<file path="src/frrg_pkg.sv">
package frrg_pkg;

  typedef struct packed {
    logic        enable;
    logic [15:0] measured_rate;
    logic [15:0] native_rate;
    logic [3:0]  cur_scale;
  } in_item_t;

  typedef struct packed {
    logic       scale_write;
    logic [3:0] set_scale;
    logic [1:0] bottleneck;
    logic       probing;
  } out_item_t;

  // effective settings after the limits are applied
  typedef struct packed {
    logic [3:0] min_scale;
    logic [3:0] max_scale;
    logic [9:0] cooldown;
    logic [5:0] hyst;
  } cfg_t;

  // what the front learns about an item from its rates alone
  typedef struct packed {
    logic       below;
    logic       above;
    logic [1:0] down_steps;
    logic [1:0] up_steps;
  } class_t;

  typedef enum logic [1:0] {
    BK_IDLE,
    BK_GRADE,
    BK_APPLY
  } back_state_t;

  localparam int ITEM_W   = $bits(in_item_t);
  localparam int CLASS_W  = $bits(class_t);
  localparam int CFG_IDX_W  = 2;
  localparam int CFG_DATA_W = 10;

  localparam logic [CFG_IDX_W-1:0] REG_MIN_SCALE = 2'd0;
  localparam logic [CFG_IDX_W-1:0] REG_MAX_SCALE = 2'd1;
  localparam logic [CFG_IDX_W-1:0] REG_COOLDOWN  = 2'd2;
  localparam logic [CFG_IDX_W-1:0] REG_HYST      = 2'd3;

  localparam logic [3:0] RST_MIN_SCALE = 4'd1;
  localparam logic [3:0] RST_MAX_SCALE = 4'd4;
  localparam logic [9:0] RST_COOLDOWN  = 10'd60;
  localparam logic [5:0] RST_HYST      = 6'd5;
  localparam logic [5:0] HYST_MAX      = 6'd50;

  localparam logic [1:0] BC_UNKNOWN = 2'd0;
  localparam logic [1:0] BC_GPU     = 2'd1;
  localparam logic [1:0] BC_CPU     = 2'd2;

  localparam int RATE_FALLBACK = 60;
  localparam int RATE_LOW      = 20;
  localparam int RATE_HIGH     = 240;
  localparam int PCT_SCALE     = 100;
  localparam int GAIN_DIV      = 50;

  function automatic int target_width(input int frac_bits);
    return $clog2((RATE_HIGH << frac_bits) + 1);
  endfunction

endpackage

</file>
<file path="src/frame_rate_resolution_governor_core.sv">
// Per-frame resolution governor. Push one item per presented frame; one
// result item comes back for each. The front takes an item every clock
// while full is low, through its two pipeline stages into a two-entry queue;
// with the back busy and the result port held, up to six items are in flight
// (two in the front, two in the queue, one in the back, one on the result
// port) before full rises. The back handles one item at a time through load,
// probe grading and apply and loads the next only once the last is applied;
// a result waits on the result port while the back keeps working on the next
// item. Rates are unsigned fixed point with RATE_FRAC_BITS fraction bits.
// Configuration writes are meant to happen only while no item is in flight.
module frame_rate_resolution_governor_core #(
  parameter int RATE_FRAC_BITS = 6
) (
  input  logic                                  clk,
  input  logic                                  rst,
  input  logic                                  push,
  output logic                                  full,
  input  frrg_pkg::in_item_t                    item,
  output logic                                  empty,
  input  logic                                  pop,
  output frrg_pkg::out_item_t                   result,
  input  logic                                  cfg_write,
  input  logic [frrg_pkg::CFG_IDX_W-1:0]        cfg_index,
  input  logic [frrg_pkg::CFG_DATA_W-1:0]       cfg_data
);

  import frrg_pkg::*;

  localparam int TW = target_width(RATE_FRAC_BITS);
  localparam int QW = ITEM_W + CLASS_W + TW;

  logic [3:0]    min_scale;
  logic [3:0]    max_scale;
  logic [9:0]    cooldown_frames;
  logic [5:0]    hysteresis_pct;
  cfg_t          eff;

  logic          q_full;
  logic          q_push;
  logic          q_empty;
  logic          q_pop;
  in_item_t      f_item;
  class_t        f_cls;
  logic [TW-1:0] f_target;
  in_item_t      b_item;
  class_t        b_cls;
  logic [TW-1:0] b_target;
  logic [QW-1:0] q_din;
  logic [QW-1:0] q_dout;

  always_ff @(posedge clk) begin
    if (rst) begin
      min_scale       <= RST_MIN_SCALE;
      max_scale       <= RST_MAX_SCALE;
      cooldown_frames <= RST_COOLDOWN;
      hysteresis_pct  <= RST_HYST;
    end else if (cfg_write) begin
      case (cfg_index)
        REG_MIN_SCALE: min_scale       <= cfg_data[3:0];
        REG_MAX_SCALE: max_scale       <= cfg_data[3:0];
        REG_COOLDOWN:  cooldown_frames <= cfg_data[9:0];
        REG_HYST:      hysteresis_pct  <= cfg_data[5:0];
        default: ;
      endcase
    end
  end

  always_comb begin
    eff.min_scale = (min_scale == '0) ? 4'd1 : min_scale;
    eff.max_scale = (max_scale < eff.min_scale) ? eff.min_scale : max_scale;
    eff.cooldown  = (cooldown_frames == '0) ? 10'd1 : cooldown_frames;
    eff.hyst      = (hysteresis_pct > HYST_MAX) ? HYST_MAX : hysteresis_pct;
  end

  frrg_front #(
    .RATE_FRAC_BITS(RATE_FRAC_BITS)
  ) u_front (
    .clk      (clk),
    .rst      (rst),
    .push     (push),
    .full     (full),
    .item     (item),
    .cfg      (eff),
    .q_full   (q_full),
    .q_push   (q_push),
    .q_item   (f_item),
    .q_cls    (f_cls),
    .q_target (f_target)
  );

  assign q_din = {f_item, f_cls, f_target};

  frrg_queue #(
    .W     (QW),
    .DEPTH (2)
  ) u_queue (
    .clk   (clk),
    .rst   (rst),
    .push  (q_push),
    .full  (q_full),
    .din   (q_din),
    .pop   (q_pop),
    .empty (q_empty),
    .dout  (q_dout)
  );

  assign {b_item, b_cls, b_target} = q_dout;

  frrg_back #(
    .RATE_FRAC_BITS(RATE_FRAC_BITS)
  ) u_back (
    .clk      (clk),
    .rst      (rst),
    .cfg      (eff),
    .q_empty  (q_empty),
    .q_pop    (q_pop),
    .q_item   (b_item),
    .q_cls    (b_cls),
    .q_target (b_target),
    .empty    (empty),
    .pop      (pop),
    .result   (result)
  );

endmodule

</file>
<file path="src/frrg_queue.sv">
module frrg_queue #(
  parameter int W     = 8,
  parameter int DEPTH = 2
) (
  input  logic         clk,
  input  logic         rst,
  input  logic         push,
  output logic         full,
  input  logic [W-1:0] din,
  input  logic         pop,
  output logic         empty,
  output logic [W-1:0] dout
);

  localparam int AW = (DEPTH > 1) ? $clog2(DEPTH) : 1;
  localparam int CW = $clog2(DEPTH + 1);

  logic [W-1:0]  mem [DEPTH];
  logic [AW-1:0] wptr;
  logic [AW-1:0] rptr;
  logic [CW-1:0] count;
  logic          do_push;
  logic          do_pop;

  assign full    = count == CW'(DEPTH);
  assign empty   = count == '0;
  assign dout    = mem[rptr];
  assign do_push = push && !full;
  assign do_pop  = pop && !empty;

  always_ff @(posedge clk) begin
    if (rst) begin
      wptr  <= '0;
      rptr  <= '0;
      count <= '0;
    end else begin
      if (do_push) begin
        wptr <= (wptr == AW'(DEPTH - 1)) ? '0 : wptr + AW'(1);
      end
      if (do_pop) begin
        rptr <= (rptr == AW'(DEPTH - 1)) ? '0 : rptr + AW'(1);
      end
      count <= count + CW'(do_push) - CW'(do_pop);
    end
  end

  always_ff @(posedge clk) begin
    if (do_push) begin
      mem[wptr] <= din;
    end
  end

  a_no_overflow: assert property (@(posedge clk) disable iff (rst) !(push && full))
    else $error("queue written while full");
  a_no_underflow: assert property (@(posedge clk) disable iff (rst) !(pop && empty))
    else $error("queue read while empty");
  a_ptr_count: assert property (@(posedge clk) disable iff (rst)
    (wptr == rptr) |-> (count == '0 || count == CW'(DEPTH)))
    else $error("queue pointers disagree with count");

endmodule

</file>
<file path="src/frrg_front.sv">
module frrg_front #(
  parameter int RATE_FRAC_BITS = 6
) (
  input  logic                clk,
  input  logic                rst,
  input  logic                push,
  output logic                full,
  input  frrg_pkg::in_item_t  item,
  input  frrg_pkg::cfg_t      cfg,
  input  logic                q_full,
  output logic                q_push,
  output frrg_pkg::in_item_t  q_item,
  output frrg_pkg::class_t    q_cls,
  output logic [frrg_pkg::target_width(RATE_FRAC_BITS)-1:0] q_target
);

  import frrg_pkg::*;

  localparam int TW    = target_width(RATE_FRAC_BITS);
  localparam int NW    = (TW > 16) ? TW : 16;
  localparam int PW    = (TW + 8 > 23) ? TW + 8 : 23;
  localparam int DW    = PW + 3;
  localparam int ONE_I = 1 << RATE_FRAC_BITS;

  localparam logic [NW-1:0] RATE_ONE = NW'(ONE_I);
  localparam logic [NW-1:0] RATE_FB  = NW'(RATE_FALLBACK * ONE_I);
  localparam logic [NW-1:0] RATE_MIN = NW'(RATE_LOW * ONE_I);
  localparam logic [NW-1:0] RATE_MAX = NW'(RATE_HIGH * ONE_I);

  logic          adv;
  logic [NW-1:0] nat_w;
  logic [NW-1:0] tgt_w;

  logic          s1_valid;
  in_item_t      s1_item;
  logic [TW-1:0] s1_target;

  logic          s2_valid;
  in_item_t      s2_item;
  logic [TW-1:0] s2_target;
  logic [PW-1:0] s2_lowm;
  logic [PW-1:0] s2_highm;
  logic [PW-1:0] s2_v100;
  logic [PW-1:0] s2_t100;

  logic [PW-1:0] excess;
  logic [DW-1:0] excess2;
  logic [DW-1:0] excess6;
  logic [DW-1:0] t100x;
  logic [DW-1:0] t500;
  class_t        cls;

  // the whole pipe stalls while its last item waits on the queue
  assign adv  = !s2_valid || !q_full;
  assign full = !adv;

  always_comb begin
    nat_w = NW'(item.native_rate);
    tgt_w = (nat_w <= RATE_ONE) ? RATE_FB : nat_w;
    if (tgt_w < RATE_MIN) begin
      tgt_w = RATE_MIN;
    end else if (tgt_w > RATE_MAX) begin
      tgt_w = RATE_MAX;
    end
  end

  always_ff @(posedge clk) begin
    if (rst) begin
      s1_valid <= 1'b0;
      s2_valid <= 1'b0;
    end else if (adv) begin
      s1_valid <= push;
      s2_valid <= s1_valid;
    end
  end

  always_ff @(posedge clk) begin
    if (adv) begin
      s1_item   <= item;
      s1_target <= TW'(tgt_w);
      s2_item   <= s1_item;
      s2_target <= s1_target;
      s2_lowm   <= PW'(s1_target) * PW'(7'(PCT_SCALE) - 7'(cfg.hyst));
      s2_highm  <= PW'(s1_target) * PW'(8'(PCT_SCALE) + 8'(cfg.hyst));
      s2_v100   <= PW'(s1_item.measured_rate) * PW'(PCT_SCALE);
      s2_t100   <= PW'(s1_target) * PW'(PCT_SCALE);
    end
  end

  // rounded step count 3*excess/target is at least 2 when 2*excess >= 100*target,
  // at least 3 when 6*excess >= 500*target
  always_comb begin
    cls.below = s2_v100 < s2_lowm;
    cls.above = s2_v100 > s2_highm;
    excess    = cls.below ? s2_lowm - s2_v100 : s2_v100 - s2_highm;
    excess2   = DW'(excess) << 1;
    excess6   = (DW'(excess) << 2) + (DW'(excess) << 1);
    t100x     = DW'(s2_t100);
    t500      = (t100x << 2) + t100x;
    if (excess6 >= t500) begin
      cls.down_steps = 2'd3;
    end else if (excess2 >= t100x) begin
      cls.down_steps = 2'd2;
    end else begin
      cls.down_steps = 2'd1;
    end
    cls.up_steps = (excess2 >= t100x) ? 2'd2 : 2'd1;
  end

  assign q_push   = s2_valid && !q_full;
  assign q_item   = s2_item;
  assign q_cls    = cls;
  assign q_target = s2_target;

endmodule

</file>
<file path="src/frrg_back.sv">
module frrg_back #(
  parameter int RATE_FRAC_BITS = 6
) (
  input  logic                clk,
  input  logic                rst,
  input  frrg_pkg::cfg_t      cfg,
  input  logic                q_empty,
  output logic                q_pop,
  input  frrg_pkg::in_item_t  q_item,
  input  frrg_pkg::class_t    q_cls,
  input  logic [frrg_pkg::target_width(RATE_FRAC_BITS)-1:0] q_target,
  output logic                empty,
  input  logic                pop,
  output frrg_pkg::out_item_t result
);

  import frrg_pkg::*;

  localparam int TW    = target_width(RATE_FRAC_BITS);
  localparam int GW    = (TW > 22) ? TW : 22;
  localparam int ONE_I = 1 << RATE_FRAC_BITS;
  localparam logic [15:0] HALF_ONE = 16'(ONE_I >> 1);
  localparam logic [15:0] FW_MAX   = 16'hFFFF;

  back_state_t   state;
  back_state_t   state_next;
  logic          load;
  logic          grade;
  logic          commit;

  in_item_t      w_item;
  class_t        w_cls;
  logic [TW-1:0] w_target;
  logic          w_gpu;

  logic          active;
  logic          active_next;
  logic          probe_open;
  logic          probe_open_next;
  logic [15:0]   frames_waited;
  logic [15:0]   frames_waited_next;
  logic [3:0]    saved_scale;
  logic [3:0]    saved_scale_next;
  logic [15:0]   saved_rate;
  logic [15:0]   saved_rate_next;
  logic [1:0]    bound_class;
  logic [1:0]    bound_class_next;

  logic          out_valid;
  out_item_t     out_data;
  out_item_t     res;

  logic [15:0]   gain;
  logic [GW-1:0] gain50;
  logic          gpu_now;

  logic [3:0]    cur;
  logic [3:0]    mn;
  logic [3:0]    mx;
  logic [15:0]   fw;
  logic [15:0]   fw_bump;
  logic [4:0]    lo_plus;
  logic [4:0]    hi_sum;
  logic [3:0]    n_scale;
  logic [1:0]    bc;
  logic          stop;

  always_ff @(posedge clk) begin
    if (rst) begin
      state <= BK_IDLE;
    end else begin
      state <= state_next;
    end
  end

  always_comb begin
    state_next = state;
    load       = 1'b0;
    grade      = 1'b0;
    commit     = 1'b0;
    case (state)
      BK_IDLE: begin
        if (!q_empty) begin
          load       = 1'b1;
          state_next = BK_GRADE;
        end
      end
      BK_GRADE: begin
        grade      = 1'b1;
        state_next = BK_APPLY;
      end
      BK_APPLY: begin
        if (!out_valid || pop) begin
          commit     = 1'b1;
          state_next = BK_IDLE;
        end
      end
      default: state_next = BK_IDLE;
    endcase
  end

  assign q_pop = load;

  // probe grading: the step down paid off when the rate rose by half a frame
  // and by at least 2% of target
  assign gain    = w_item.measured_rate - saved_rate;
  assign gain50  = GW'(gain) * GW'(GAIN_DIV);
  assign gpu_now = (w_item.measured_rate > saved_rate) && (gain >= HALF_ONE) &&
                   (gain50 >= GW'(w_target));

  always_ff @(posedge clk) begin
    if (load) begin
      w_item   <= q_item;
      w_cls    <= q_cls;
      w_target <= q_target;
    end
    if (grade) begin
      w_gpu <= gpu_now;
    end
  end

  assign cur = w_item.cur_scale;
  assign mn  = cfg.min_scale;
  assign mx  = cfg.max_scale;

  always_comb begin
    active_next        = active;
    probe_open_next    = probe_open;
    frames_waited_next = frames_waited;
    saved_scale_next   = saved_scale;
    saved_rate_next    = saved_rate;
    bound_class_next   = bound_class;
    res                = '0;
    fw                 = active ? frames_waited : '0;
    fw_bump            = (fw == FW_MAX) ? fw : fw + 16'd1;
    lo_plus            = 5'(mn) + 5'(w_cls.down_steps);
    hi_sum             = 5'(cur) + 5'(w_cls.up_steps);
    n_scale            = '0;
    stop               = 1'b0;
    bc                 = bound_class;
    if (!w_item.enable) begin
      active_next = 1'b0;
    end else begin
      active_next = 1'b1;
      if (!active) begin
        frames_waited_next = '0;
        probe_open_next    = 1'b0;
      end
      if (fw < 16'(cfg.cooldown)) begin
        frames_waited_next = fw_bump;
      end else if (w_item.measured_rate != '0) begin
        if (active && probe_open) begin
          probe_open_next = 1'b0;
          if (w_gpu) begin
            bc               = BC_GPU;
            bound_class_next = BC_GPU;
          end else begin
            // cpu bound: undo the probe step
            bound_class_next   = BC_CPU;
            stop               = 1'b1;
            frames_waited_next = '0;
            if (cur != saved_scale && saved_scale >= mn && saved_scale <= mx) begin
              res.scale_write = 1'b1;
              res.set_scale   = saved_scale;
            end
          end
        end
        if (!stop) begin
          if (w_cls.below) begin
            if (cur > mn) begin
              if (bc == BC_UNKNOWN) begin
                saved_scale_next   = cur;
                saved_rate_next    = w_item.measured_rate;
                res.scale_write    = 1'b1;
                res.set_scale      = cur - 4'd1;
                probe_open_next    = 1'b1;
                frames_waited_next = '0;
              end else if (bc == BC_CPU) begin
                bound_class_next   = BC_UNKNOWN;
                frames_waited_next = '0;
              end else begin
                n_scale = (5'(cur) > lo_plus) ? cur - 4'(w_cls.down_steps) : mn;
                if (n_scale != cur) begin
                  res.scale_write    = 1'b1;
                  res.set_scale      = n_scale;
                  frames_waited_next = '0;
                end else begin
                  frames_waited_next = fw_bump;
                end
              end
            end else begin
              // already at the floor
              bound_class_next   = BC_CPU;
              frames_waited_next = fw_bump;
            end
          end else if (w_cls.above && cur < mx) begin
            n_scale = (hi_sum > 5'(mx)) ? mx : 4'(hi_sum);
            if (n_scale != cur) begin
              res.scale_write    = 1'b1;
              res.set_scale      = n_scale;
              frames_waited_next = '0;
            end else begin
              frames_waited_next = fw_bump;
            end
          end else begin
            frames_waited_next = fw_bump;
          end
        end
      end
    end
    res.bottleneck = bound_class_next;
    res.probing    = probe_open_next;
  end

  always_ff @(posedge clk) begin
    if (rst) begin
      active        <= 1'b0;
      probe_open    <= 1'b0;
      frames_waited <= '0;
      saved_scale   <= '0;
      saved_rate    <= '0;
      bound_class   <= BC_UNKNOWN;
      out_valid     <= 1'b0;
    end else begin
      if (commit) begin
        active        <= active_next;
        probe_open    <= probe_open_next;
        frames_waited <= frames_waited_next;
        saved_scale   <= saved_scale_next;
        saved_rate    <= saved_rate_next;
        bound_class   <= bound_class_next;
        out_valid     <= 1'b1;
      end else if (pop) begin
        out_valid <= 1'b0;
      end
    end
  end

  always_ff @(posedge clk) begin
    if (commit) begin
      out_data <= res;
    end
  end

  assign empty  = !out_valid;
  assign result = out_data;

  a_no_write_zero: assert property (@(posedge clk) disable iff (rst)
    (out_valid && !out_data.scale_write) |-> (out_data.set_scale == '0))
    else $error("new scale set without a write");
  a_probe_unknown: assert property (@(posedge clk) disable iff (rst)
    probe_open |-> (bound_class == BC_UNKNOWN))
    else $error("probe open with a known bottleneck");
  a_write_restarts: assert property (@(posedge clk) disable iff (rst)
    (commit && res.scale_write) |=> (frames_waited == '0))
    else $error("cooldown not restarted after a scale change");

endmodule
</file>
<file path="config.mk">
export PLATFORM = sky130hd
export DESIGN_NAME = frame_rate_resolution_governor_core
export DESIGN_NICKNAME = d
export VERILOG_FILES = /design/src/frrg_pkg.sv /design/src/frame_rate_resolution_governor_core.sv /design/src/frrg_queue.sv /design/src/frrg_front.sv /design/src/frrg_back.sv
export SDC_FILE = /design/constraint.sdc
export NUM_CORES = 2
export LEC_CHECK = 0
export ABC_AREA = 1
export BUFFER_PORTS_ARGS = -buffer_cell sky130_fd_sc_hd__buf_2
export CAP_MARGIN = 10
export CORE_UTILIZATION = 63
export CTS_CLUSTER_DIAMETER = 200
export DETAILED_ROUTE_END_ITERATION = 12
export GPL_ROUTABILITY_DRIVEN = 0
export PLACE_DENSITY_LB_ADDON = 0.05
export RECOVER_POWER = 50
export SLEW_MARGIN = 20
export SYNTH_ARGS = -nofsm -noshare
export SYNTH_HDL_FRONTEND = slang
export SYNTH_HIERARCHICAL = 1
export SYNTH_SLANG_ARGS = --single-unit
</file>
<file path="constraint.sdc">
create_clock -name clk -period 15.74 [get_ports clk]
set_clock_uncertainty 0.05 [all_clocks]
set_input_delay 1.574 -clock clk [delete_from_list [all_inputs] [get_ports clk]]
set_output_delay 1.574 -clock clk [all_outputs]
set_load 0.02 [all_outputs]
</file>
==> flow_summary.json <==
{
  "outcome": "complete, but fails checks",
  "violations": "max-capacitance violations, max-slew violations",
  "hold_violations": 0,
  "slew_headroom": -0.756,
  "drive_above_1_share": 0.0557,
  "crit_top_cell": "inv_1",
  "end_kind": "register",
  "synth_nets": 4689,
  "finalCriticalPeriod_ns": 6.85,
  "cts.hold.buffers_added": 0,
  "drv_slew": 207,
  "reg2reg_from": "hysteresis_pct[1]",
  "dr.pass1.iters": 5,
  "drc": 0,
  "pin_count": 64,
  "place_worst_setup_slack_ns": 9.03,
  "cts-root-buf": "clkbuf_16",
  "min_from": "u_front/s1_item[3]",
  "worstPathArrival_ns": 7.09,
  "die_x_um": 232,
  "hold_class": "register to register",
  "setup_ws_ns": 8.89,
  "clock_latency_ns": 0.58,
  "yosysWarnings": 6,
  "dieArea_sq_um": 53900,
  "wl_mm": 78.7,
  "antenna_found_initial": 0,
  "grtUsageTotal": 0.300,
  "grt_max_degree": 65,
  "vias": 26000,
  "die_h_um": 232,
  "clk_pin_slew_worst_paths_ns": 0.07,
  "fin_tns_setup_ns": 0,
  "timing.rr.end": "u_front/s2_lowm[20]",
  "grt_pass1_wl_mm": 128,
  "numCtsBuffers": 39,
  "core_area_sq_um": 52400,
  "cts_max_path_buffers": 3,
  "grt_pass1_vias": 25400,
  "reg2reg_setup_slack_ns": 8.89,
  "ant_nets": 0,
  "post_cts_resized": 0,
  "critical_path.max_stage_delay_ns": 0.83,
  "post-cts-setup-buffer-count": 0,
  "rows": 84,
  "port_buffers": 63,
  "hold_path_end": "u_front/q_item[3]",
  "start_util": 0.637,
  "worstSetupPathType": "register to register",
  "synth.cell_area_sq_um": 33400,
  "cp_num_buf_inv": 6,
  "grt_overflow": 0,
  "cts_num_sinks": 354,
  "cts_tree": "done",
  "htreeDepth": 2,
  "max_freq_ghz": 0.146,
  "tightestPinTransition_ns": 2.63,
  "crit_slowest_cell": "a21oi_1",
  "cap_violations": 5,
  "finalSetupViolCount": 0,
  "nNetsFinal": 4728,
  "wl_per_cell_um": 16.5,
  "synthToLayoutAreaGrowth_pct": 6.06,
  "path_max_fanout": 15,
  "drt_iter0_markers": 1514,
  "dp_hpwl_mm": 62.7,
  "crit_required_ns": 15.98,
  "holdPathStages": 0,
  "finalCritPeriodShare": 0.435,
  "reg2reg_depth": 25,
  "rsz0062_at_grt": "no",
  "diodes": 0,
  "avgViaCountPerCell": 5.46,
  "avgSynthCellArea_sq_um": 8.33,
  "syn_inst": 4009,
  "cp-start-kind": "register",
  "cp_top_family": "adder cells"
}
through the flow:
| step | util | cells | area, sq um | hold slack [ns] |
|---|---|---|---|---|
| 4_1_cts | 0.677 | 4766 | 35500 | 0.371 |
| 6_report | 0.676 | 4766 | 35400 | 0.370 |
| 3_3_place_gp | 0.654 | 4695 | 34300 | 0.353 |
| 3_5_place_dp | 0.654 | 4695 | 34300 | 0.356 |
| 2_1_floorplan | - | 4009 | 33400 | 0.350 |
| 5_1_grt | 0.676 | 4766 | 35400 | 0.386 |
per-layer routing:
metal	GRT usage	routed length, um
met1	0.386	34100
met2	0.510	36800
met3	0.0441	4810
met4	0.115	3050
met5	0	0
layout make-up:
class / instances / area, sq um
clock buffer: 51 / 1060
sequential: 354 / 9890
clock inverter: 20 / 150
tap: 688 / 861
inverter: 819 / 3070
multi-input combinational: 2758 / 20000
timing repair buffer: 76 / 384
fill: 4483 / 17000
state kept, by name, indices dropped and copies added (netlist names), 16 cells and up, named ones only:
| register | flops |
|---|---|
| u_back/saved_rate | 16 |
| u_front/s2_lowm | 23 |
| u_front/s2_t100 | 16 |
| u_front/s2_highm | 21 |
| u_back/frames_waited | 16 |
| u_back/w_item | 17 |
| u_front/s1_item | 21 |
| u_front/s2_v100 | 18 |
| u_front/q_item | 21 |
| u_queue/mem | 82 |
cells in the final DEF (no fill, tap or decap), types with 40 or more instances in the layout:
cell and n:
edfxtp_1 280, ha_1 456, fa_1 170, dfxtp_1 73
inv_1 798, nand3_1 152, nand4_1 44, nand2_1 729
xor2_1 128, o21ai_0 155, clkbuf_16 40, a21oi_1 274
buf_2 61, nor2_1 309, xnor2_1 47
worst max-delay path by stage:
| stage | startpoint | endpoint | slack, ns | cells past startpoint |
|---|---|---|---|---|
| 3_5_place_dp | hysteresis_pct[3] | u_front/s2_lowm[20] | 9.03 | 25 |
| 3_3_place_gp | hysteresis_pct[2] | u_front/s2_lowm[20] | 9.15 | 25 |
| 5_1_grt | hysteresis_pct[1] | u_front/s2_lowm[20] | 8.33 | 25 |
| 6_report | hysteresis_pct[1] | u_front/s2_lowm[20] | 8.89 | 25 |
| 2_1_floorplan | u_queue/count[0] | full | 9.58 | 5 |
| 4_1_cts | hysteresis_pct[1] | u_front/s2_lowm[20] | 8.96 | 25 |
Power is left out: the tool's default activity adds up to more than one toggle a clock period on the data nets, which glitch-free logic cannot reach.
